===== config.mk =====
export PLATFORM = sky130hd
export DESIGN_NAME = ansi_escape_key_decoder
export DESIGN_NICKNAME = d
export VERILOG_FILES = /design/src/hdl/aekd_pkg.sv /design/src/hdl/aekd_step.sv /design/src/hdl/ansi_escape_key_decoder.sv
export SDC_FILE = /design/constraint.sdc
export NUM_CORES = 1
export LEC_CHECK = 0
export ABC_AREA = 1
export BUFFER_PORTS_ARGS = -buffer_cell sky130_fd_sc_hd__buf_2
export CORE_MARGIN = 1
export CORE_UTILIZATION = 38
export CTS_CLUSTER_SIZE = 20
export DETAILED_ROUTE_END_ITERATION = 16
export GPL_ROUTABILITY_DRIVEN = 0
export HOLD_SLACK_MARGIN = 0.02
export RECOVER_POWER = 25
export SLEW_MARGIN = 10
export SYNTH_ARGS = -nofsm -noshare
export SYNTH_HDL_FRONTEND = slang
export SYNTH_SLANG_ARGS = --single-unit

===== constraint.sdc =====
create_clock -name clock -period 3.1 [get_ports clock]
set_input_delay 0.775 -clock clock [delete_from_list [all_inputs] [get_ports clock]]
set_output_delay 0.775 -clock clock [all_outputs]
set_load 0.02 [all_outputs]

===== src/hdl/aekd_pkg.sv =====
// Types, character and key codes, and key lookup functions of the key decoder.
// Depends on nothing; used by every other .sv file of the design and testbench.
`timescale 1ns / 1ps

package aekd_pkg;

   typedef logic [4:0] key_type;

   localparam logic [1:0] MODE_NORMAL = 2'd0;
   localparam logic [1:0] MODE_ESC    = 2'd1;
   localparam logic [1:0] MODE_SEQ    = 2'd2;

   localparam logic [2:0] SEQ_LIMIT = 3'd7;
   localparam logic [2:0] OVERLONG  = 3'd6;

   localparam logic [15:0] SCAN_CODE_ESC = 16'h0017;

   localparam logic [7:0] CH_LBRACKET = 8'h5B;
   localparam logic [7:0] CH_O        = 8'h4F;
   localparam logic [7:0] CH_TILDE    = 8'h7E;
   localparam logic [7:0] CH_ONE      = 8'h31;
   localparam logic [7:0] CH_TWO      = 8'h32;

   localparam key_type KEY_NONE   = 5'h00;
   localparam key_type KEY_UP     = 5'h01;
   localparam key_type KEY_DOWN   = 5'h02;
   localparam key_type KEY_RIGHT  = 5'h03;
   localparam key_type KEY_LEFT   = 5'h04;
   localparam key_type KEY_HOME   = 5'h05;
   localparam key_type KEY_END    = 5'h06;
   localparam key_type KEY_INSERT = 5'h07;
   localparam key_type KEY_DELETE = 5'h08;
   localparam key_type KEY_PGUP   = 5'h09;
   localparam key_type KEY_PGDN   = 5'h0A;
   localparam key_type KEY_F1     = 5'h0B;
   localparam key_type KEY_F2     = 5'h0C;
   localparam key_type KEY_F3     = 5'h0D;
   localparam key_type KEY_F4     = 5'h0E;
   localparam key_type KEY_F5     = 5'h0F;
   localparam key_type KEY_F6     = 5'h10;
   localparam key_type KEY_F7     = 5'h11;
   localparam key_type KEY_F8     = 5'h12;
   localparam key_type KEY_F9     = 5'h13;
   localparam key_type KEY_F10    = 5'h14;
   localparam key_type KEY_F11    = 5'h15;
   localparam key_type KEY_F12    = 5'h16;

   typedef struct packed {
      logic [1:0]      mode;
      logic [2:0][7:0] bytes;
      logic [2:0]      len;
      logic            pend;
   } state_type;

   typedef struct packed {
      logic        handle_key;
      logic [15:0] out_scan_code;
      logic [15:0] out_char;
      logic        escape_pending;
   } result_type;

   function automatic key_type letter_key(input logic [7:0] c, input logic ss3);
      key_type k;
      case (c)
         8'h41:   k = KEY_UP;
         8'h42:   k = KEY_DOWN;
         8'h43:   k = KEY_RIGHT;
         8'h44:   k = KEY_LEFT;
         8'h48:   k = KEY_HOME;
         8'h46:   k = KEY_END;
         8'h50:   k = ss3 ? KEY_F1 : KEY_NONE;
         8'h51:   k = ss3 ? KEY_F2 : KEY_NONE;
         8'h52:   k = ss3 ? KEY_F3 : KEY_NONE;
         8'h53:   k = ss3 ? KEY_F4 : KEY_NONE;
         default: k = KEY_NONE;
      endcase
      return k;
   endfunction

   function automatic key_type tilde1_key(input logic [7:0] c);
      key_type k;
      case (c)
         8'h31, 8'h37: k = KEY_HOME;
         8'h32:        k = KEY_INSERT;
         8'h33:        k = KEY_DELETE;
         8'h34, 8'h38: k = KEY_END;
         8'h35:        k = KEY_PGUP;
         8'h36:        k = KEY_PGDN;
         default:      k = KEY_NONE;
      endcase
      return k;
   endfunction

   function automatic key_type tilde2_key(input logic [7:0] lead, input logic [7:0] c);
      key_type k;
      if (lead == CH_ONE) begin
         case (c)
            8'h30:   k = KEY_F10;
            8'h31:   k = KEY_F1;
            8'h32:   k = KEY_F2;
            8'h33:   k = KEY_F3;
            8'h34:   k = KEY_F4;
            8'h35:   k = KEY_F5;
            8'h37:   k = KEY_F6;
            8'h38:   k = KEY_F7;
            8'h39:   k = KEY_F8;
            default: k = KEY_NONE;
         endcase
      end else begin
         case (c)
            8'h30:   k = KEY_F9;
            8'h31:   k = KEY_F10;
            8'h33:   k = KEY_F11;
            8'h34:   k = KEY_F12;
            default: k = KEY_NONE;
         endcase
      end
      return k;
   endfunction

endpackage


===== src/hdl/aekd_step.sv =====
// Combinational parser step: current state and one key event in,
// next state and the result out. Depends on aekd_pkg.
`timescale 1ns / 1ps

module aekd_step
   import aekd_pkg::*;
(
   input  state_type   cur_state,
   input  logic [15:0] scan_code,
   input  logic [15:0] unicode_char,
   output state_type   nxt_state,
   output result_type  result
);

   logic            bare_esc;
   logic            pass;
   key_type         key;
   logic [2:0][7:0] bytes_upd;
   logic [2:0]      len_upd;

   assign bare_esc = (scan_code == SCAN_CODE_ESC) && (unicode_char == 16'd0);

   always_comb begin
      nxt_state = cur_state;
      key       = KEY_NONE;
      pass      = 1'b0;
      bytes_upd = cur_state.bytes;
      len_upd   = cur_state.len + 3'd1;
      if (cur_state.len < 3'd3) begin
         bytes_upd[cur_state.len[1:0]] = unicode_char[7:0];
      end

      if (cur_state.mode == MODE_NORMAL && !bare_esc) begin
         pass = 1'b1;
      end else if (bare_esc) begin
         nxt_state.mode  = MODE_ESC;
         nxt_state.len   = 3'd0;
         nxt_state.bytes = '0;
         nxt_state.pend  = 1'b1;
      end else if (scan_code != 16'd0 || unicode_char == 16'd0) begin
         nxt_state.mode = MODE_NORMAL;
      end else if (cur_state.mode == MODE_ESC) begin
         if (unicode_char == {8'd0, CH_LBRACKET}) begin
            nxt_state.mode = MODE_SEQ;
         end else if (unicode_char == {8'd0, CH_O}) begin
            nxt_state.mode     = MODE_SEQ;
            nxt_state.bytes[0] = CH_O;
            nxt_state.len      = 3'd1;
         end else begin
            nxt_state.mode = MODE_NORMAL;
         end
      end else if (cur_state.mode != MODE_SEQ || cur_state.len >= SEQ_LIMIT) begin
         nxt_state.mode = MODE_NORMAL;
      end else begin
         nxt_state.bytes = bytes_upd;
         nxt_state.len   = len_upd;
         if (len_upd == 3'd1 && bytes_upd[0] != CH_O) begin
            key = letter_key(bytes_upd[0], 1'b0);
            if (key != KEY_NONE) begin
               nxt_state.mode = MODE_NORMAL;
               nxt_state.pend = 1'b0;
            end
         end else if (len_upd == 3'd2 && bytes_upd[1] == CH_TILDE) begin
            nxt_state.mode = MODE_NORMAL;
            nxt_state.pend = 1'b0;
            key            = tilde1_key(bytes_upd[0]);
         end else if (len_upd == 3'd3 && (bytes_upd[0] == CH_ONE || bytes_upd[0] == CH_TWO)
                      && bytes_upd[2] == CH_TILDE) begin
            nxt_state.mode = MODE_NORMAL;
            nxt_state.pend = 1'b0;
            key            = tilde2_key(bytes_upd[0], bytes_upd[1]);
         end else if (len_upd == 3'd2 && bytes_upd[0] == CH_O) begin
            nxt_state.mode = MODE_NORMAL;
            nxt_state.pend = 1'b0;
            key            = letter_key(bytes_upd[1], 1'b1);
         end else if (len_upd >= OVERLONG) begin
            nxt_state.mode = MODE_NORMAL;
         end
      end
   end

   always_comb begin
      result.handle_key     = pass || (key != KEY_NONE);
      result.out_scan_code  = (key != KEY_NONE) ? {11'd0, key} : scan_code;
      result.out_char       = (key != KEY_NONE) ? 16'd0 : unicode_char;
      result.escape_pending = nxt_state.pend;
   end

endmodule


===== src/hdl/ansi_escape_key_decoder.sv =====
// Path: an accepted request is registered in the input register, then its parsed result
// in the result register, which drives the rsp outputs.
// Throughput: one key event per cycle unless the receiver stalls rsp; the parser state
// updates as an event moves from the input register into the result register.
// Reset: synchronous, active high; clears both valid flags and returns the
// parser to normal mode with empty sequence bytes and no pending escape.
`timescale 1ns / 1ps

module ansi_escape_key_decoder
   import aekd_pkg::*;
(
   input  logic        clock,
   input  logic        reset,
   input  logic        req_valid,
   output logic        req_ready,
   input  logic [15:0] req_scan_code,
   input  logic [15:0] req_unicode_char,
   output logic        rsp_valid,
   input  logic        rsp_ready,
   output logic        rsp_handle_key,
   output logic [15:0] rsp_out_scan_code,
   output logic [15:0] rsp_out_char,
   output logic        rsp_escape_pending
);

   logic        in_valid_ff, in_valid_in;
   logic [15:0] in_scan_ff;
   logic [15:0] in_char_ff;
   state_type   state_ff, state_in;
   logic        out_valid_ff, out_valid_in;
   result_type  out_ff;
   result_type  step_result;
   logic        advance;

   assign advance   = in_valid_ff && (!out_valid_ff || rsp_ready);
   assign req_ready = !in_valid_ff || advance;

   assign in_valid_in  = (req_valid && req_ready) || (in_valid_ff && !advance);
   assign out_valid_in = advance || (out_valid_ff && !rsp_ready);

   aekd_step u_step (
      .cur_state    (state_ff),
      .scan_code    (in_scan_ff),
      .unicode_char (in_char_ff),
      .nxt_state    (state_in),
      .result       (step_result)
   );

   always_ff @(posedge clock) begin
      if (reset) begin
         in_valid_ff  <= 1'b0;
         out_valid_ff <= 1'b0;
         state_ff     <= '0;
      end else begin
         in_valid_ff  <= in_valid_in;
         out_valid_ff <= out_valid_in;
         if (advance) begin
            state_ff <= state_in;
         end
      end
   end

   always_ff @(posedge clock) begin
      if (req_valid && req_ready) begin
         in_scan_ff <= req_scan_code;
         in_char_ff <= req_unicode_char;
      end
      if (advance) begin
         out_ff <= step_result;
      end
   end

   assign rsp_valid          = out_valid_ff;
   assign rsp_handle_key     = out_ff.handle_key;
   assign rsp_out_scan_code  = out_ff.out_scan_code;
   assign rsp_out_char       = out_ff.out_char;
   assign rsp_escape_pending = out_ff.escape_pending;

endmodule


Word-level counts from Yosys, hierarchy flattened
Cells that the tools add are included.

storage, ports and cells
  latch bits = 0
  memory bits (read-only) = 0
  output and inout port bits = 36
  memories = 0
  RAM bits = 0
  flip-flop bits (word level) = 98

cells by class
  multiply operators = 0
  shift operators = 0
  add/sub/neg operators = 1
  mux-type cells = 52
  bitwise logic cells = 1
  divide/modulo/power cells = 0
  magnitude comparators = 5
  equal/unequal tests = 52
  reduce and logical (&&, ||, !) cells = 36

operators by type and width
  cell                   count
  $eq A8 B7 Y1 const B   19
  $eq A8 B6 Y1 const B   17
  $mux W5                17
  $mux W28               2
  $pmux W5 S9            1
  $pmux W4 S10           1
  $mux W11               3
  $eq A16 B7 Y1 const B  2
  $mux W30               1
  $bwmux W24             1
  $mux W24               1
  $pmux W4 S6            1
  $mux W2                11
  $pmux W5 S4            1
  $pmux W3 S6            1
  $demux W8 S2           1
  $eq A16 B5 Y1 const B  1
  $logic_not A16 Y1      1
  $mux W16               1
  $reduce_bool A16 Y1    1
  $logic_and A1 B1 Y1    12
  $reduce_bool A5 Y1     2
  $reduce_bool A9 Y1     1
  $logic_or A1 B1 Y1     8
  23 further kinds       40

Longest topological paths before layout
  depth after elaboration = 22
  gate-level depth with buffers = 22

Modules after synthesis
A second synthesis with hierarchy kept.

second synthesis, totals
  cells, all modules = 846
  area, all modules = 6269.8 µm²

by module, submodules not included
  module                   area each (µm²)  instances  sequential area each (µm²)  cells each
  ansi_escape_key_decoder  3469.6           1          2622.5                      275
  aekd_step                2800.2           1          0.0                         571

Worst setup path before layout
Ideal clock, no wire load.

  path kind = flip-flop to flip-flop
  start = reg state_ff[1] in the netlist's numbering
  end = reg out_ff (netlist bit rsp_out_char[3]) (data pin)
  setup time = 0.261 ns
  clock period less this slack = 2.783 ns
  buffers on the path = 2
  arrival = 2.522 ns
  required time = 2.839 ns
  setup slack = 0.317 ns
  stages on the path, launching flop included = 23
  cells stage by stage = dfxtp_1 > inv_1 > ha_1 > buf_4 > inv_1 > nand2_1 > nand2_1 > nand2_1 > nand2_1 > nand2_1 > inv_1 > nand2_1 > nor2_2 > nor2_1 > nor2_1 > nand2_1 > nand2_1 > nand2_1 > nand2_1 > nand2_1 > nand3_4 > buf_6 > nor3_2

between the ends
  word-level cells in the longest chain between the ends = 21

RTL lines
  item                                                                RTL line                       source
  start: declaration                                                  ansi_escape_key_decoder.sv:29  state_type state_ff, state_in;
  start signal: assignment                                            ansi_escape_key_decoder.sv:58  state_ff <= state_in;
  $lt A2 B3 Y1 (implied by the code) or $ge A2 B1 Y1 (tied branches)  aekd_step.sv:30                bytes_upd[cur_state.len[1:0]] = unicode_char[7:0];
  $logic_and A1 B1 Y1 (implied by the code)                           aekd_step.sv:30
  $mux W8 (implied by the code)                                       aekd_step.sv:30
  $demux W8 S2                                                        --
  $bwmux W24                                                          aekd_step.sv:30
  $mux W24                                                            aekd_step.sv:29                if (cur_state.len < 3'd3) begin
  $eq A8 B7 Y1                                                        aekd_pkg.sv:64                 case (c)
  $pmux W3 S6                                                         aekd_pkg.sv:64
  [5 not listed]                                                      --
  $mux W5                                                             aekd_step.sv:33                if (cur_state.mode == MODE_NORMAL && !bare_esc) begin
  $mux W5                                                             aekd_step.sv:57                if (len_upd == 3'd1 && bytes_upd[0] != CH_O) begin
  $mux W5 (*)                                                         aekd_step.sv:52                end else if (cur_state.mode != MODE_SEQ || cur_state.len >= SEQ_LIMIT) begin
  $mux W5 (*)                                                         aekd_step.sv:42                end else if (cur_state.mode == MODE_ESC) begin
  $mux W5 (*)                                                         aekd_step.sv:40                end else if (scan_code != 16'd0 || unicode_char == 16'd0) begin
  $mux W5 (*)                                                         aekd_step.sv:35                end else if (bare_esc) begin
  $mux W5 (*)                                                         aekd_step.sv:33
  $reduce_bool A5 Y1 (*)                                              aekd_step.sv:85                result.out_char = (key != KEY_NONE) ? 16'd0 : unicode_char;
  end signal: assignment                                              ansi_escape_key_decoder.sv:69  out_ff <= step_result;
  end: declaration                                                    ansi_escape_key_decoder.sv:31  result_type out_ff;

Every way passes the cells marked *; elsewhere a longest branch is shown, timed or not. The select of a mux whose other input is x is not followed.
A chain may end at the register's enable or synchronous reset.

Worst setup path in the final report
  start = reg state_ff[1] in the netlist's numbering
  end = reg out_ff (netlist bit rsp_out_char[6]) (data pin)

Same word-level chain as after synthesis.

==> results.yml <==
outcome:
  status: "finished with violations"
  failed_checks: "capacitance limit, slew limit"
clock_tree:
  clockRootBuffer: "clkbuf_16"
  h-tree-depth: 3
  cts_tree: "built"
  cts_buffer_depth: 2
  cts_buffers: 9
  cts.sinks: 98
  insertion_delay_ps: 360
  clk_pin_slew_worst_paths_ps: 70
drt:
  postRouteAntennaNets: 0
  routed_wl_mm: 15.3
  drt-wirelength-per-cell_um: 14.6
  drtIter0Drc: 398
  drc_errors: 0
  vias: 5256
  avgViaCountPerCell: 5.02
  drt_first_pass_iters: 6
logic_synthesis:
  synth_fa_ha_area_share_pct: 1.33
  synth_top_family_by_area: "simple AND/OR/NAND/NOR gates"
  syn-num-nets: 817
  synth_area_leaders: "edfxtp_1, nand2_1, dfxtp_1"
  synth_edf_count: 66
  syn_inst: 775
  avgSynthCellArea_um2: 7.31
  synth_largest_area_cell: "edfxtp_1"
  synth_most_common_cell: "nand2_1"
  synthMuxAreaShare_pct: 0
  synth_common_cells: "nand2_1, nor2_1, inv_1"
  yosys.area_share.simple_pct: 37.1
  synth_cell_types: 31
  async_reset_ff_share_pct: 0
  seq_area_frac_synth_pct: 46.3
  ys_ff_latch: 98
  synth_ff_type: "edfxtp_1"
  yosysWarnings: 0
  synth_xor_area_share_pct: 0
  netlist_area_um2: 5670
  synth_top_area_share_pct: 35.0
  synth_compound_area_share_pct: 7.18
global_routing:
  grt_max_degree: 36
  groute.usage.overall_pct: 21.3
  antenna_found_initial: 0
  grt_pass1_vias: 4699
  grt_pass1_wl_mm: 24.5
  gr-total-overflow: 0
min_path:
  holdPathStages: 0
  min_path_type: "reg -> reg"
  hp-start: "in_scan_ff[10]"
  worstHoldEndpoint: "rsp_out_scan_code[10]"
floorplanning:
  initial_core_util_pct: 39.0
  io_pins: 72
  coreArea_um2: 14500
  rows: 44
  fp.dieW_um: 124
  die-height_um: 124
  die-area_um2: 15400
power:
  power_mw: 2.77
  peakVddDrop_v: 0.000296
  p_per_area_nw_per_um2: 414
  leakage_nw: 2.91
worst_setup_path:
  worstSetupEndpointType: "register"
  r2r_slack_ps: 180
  critPathMaxFanout: 11
  start_kind: "register"
  rr_startpoint: "state_ff[1]"
  crit_arrival_ps: 3020
  crit_required_ps: 3200
  critPathKind: "reg -> reg"
  r2r_end: "rsp_out_char[6]"
  rr_worst_depth: 18
placement:
  io_buffers: 71
  place_area_um2: 6320
  hpwl_mm: 11.4
sta:
  fin_skew_ps: 10.5
  worst_slew_pin_slew_ps: 1690
  final.setup.tns_ps: 0
  fin_crit_ps: 2920
  hold_violations: 0
  slew_headroom_pct: -12.7
  maxSlewViolCount: 33
  setup_viol: 0
  finalCritPeriodShare_pct: 94.3
  fmax_mhz: 342
layout:
  drive_gt1_share_pct: 18.8
  antennaDiodeCount: 0
  final_area_um2: 6690
  areaGrowthSynthToFinish_pct: 18.1
  nets: 900
  layout.core_utilization_pct: 46.0
run:
  cap_violations: 1
cells by family (layout without fill, tap and decap cells):
group,after synthesis,after routing
DFF,98,98
and+or+nand+nor,486,486
adders and majority gates,6,6
buffers and inverters,110,198
AOI/OAI and AO/OA,75,75
per-layer routing:
metal | part of all wire, % | global-route usage (%) | vias up
li1 | - | - | 2681
met1 | 46 | 28.8 | 2386
met2 | 47 | 33.4 | 167
met3 | 5.7 | 4.85 | 22
met4 | 1.9 | 6.92 | 0
met5 | 0 | 0 | -
worst max-delay path by stage:
stage          depth (start not counted)   startpoint         endpoint
5_1_grt                               18  state_ff[1]  rsp_out_char[6]
6_report                              18  state_ff[1]  rsp_out_char[6]
2_1_floorplan                         22  state_ff[1]  rsp_out_char[3]
3_3_place_gp                          17  state_ff[1]   rsp_handle_key
4_1_cts                               17  state_ff[2]   rsp_handle_key
3_5_place_dp                          17  state_ff[1]   rsp_handle_key
stage by stage:
stage / hold slack, ps / setup WS, ps / cells
after detailed placement: 438 / 127 / 1028
after global routing: 474 / -4.38 / 1047
after CTS: 452 / 82.9 / 1044
after floorplan: 441 / 317 / 775
final: 450 / 177 / 1047
after global placement: 433 / 167 / 1028
power breakdown:
group          total, mW  switching (mW)  internal (mW)
clock network       1.10           0.541          0.562
logic              0.196           0.130         0.0661
registers           1.47          0.0200           1.45
total               2.77           0.691           2.08
registers in the layout, indices dropped and copies added, names as in the netlist:
register            count
state_ff               30
rsp_out_scan_code      16
rsp_handle_key          1
in_char_ff             16
in_valid_ff             1
rsp_escape_pending      1
rsp_valid               1
in_scan_ff             16
rsp_out_char           16
layout make-up:
cell class                      instances  area, um^2
Fill cell                            1499        7850
Multi-Input combinational cell        567        2630
Sequential cell                        98        2620
Timing Repair Buffer                  101         608
Inverter                               80         304
Tap cell                              184         230
Clock buffer                           10         229
Clock inverter                          6        56.3
Timing Repair inverter                  1        5.00
critical path, cell delays in order (launching register included):
cell and delay, ps:
dfxtp_1 320, buf_4 160, ha_1 200, ha_1 350, inv_1 190, nand2_1 90, nor2_1 160, nand3_1 120
nor2_2 160, nand2_1 110, nor2_1 100, nand2_1 60, nand2_1 60, nand2_1 50, nand2_1 50, nand2_1 110
nand3_4 170, buf_12 160, nor3_2 40
cells in the final DEF, fill, tap and decap left out, drive strengths merged:
cell,instances
nand2,310
buf,99
nor2,85
inv,82
edfxtp,66
nand3,44
a21oi,41
dfxtp,32
o21ai,27
nand4,24
nor3,20
clkbuf,12
ha,6
a211oi,3
clkinvlp,3
a31oi,2
nor4,2
clkinv,2
o211ai,1
o311ai,1
or2,1
what timing repair did:
action                     4_1_cts  5_1_grt
hold buffers                     0        0
setup endpoints to repair        0       18
resized for setup                0       19
buffers inserted                 0        2
Note: power is estimated with default switching activity, not from simulation.
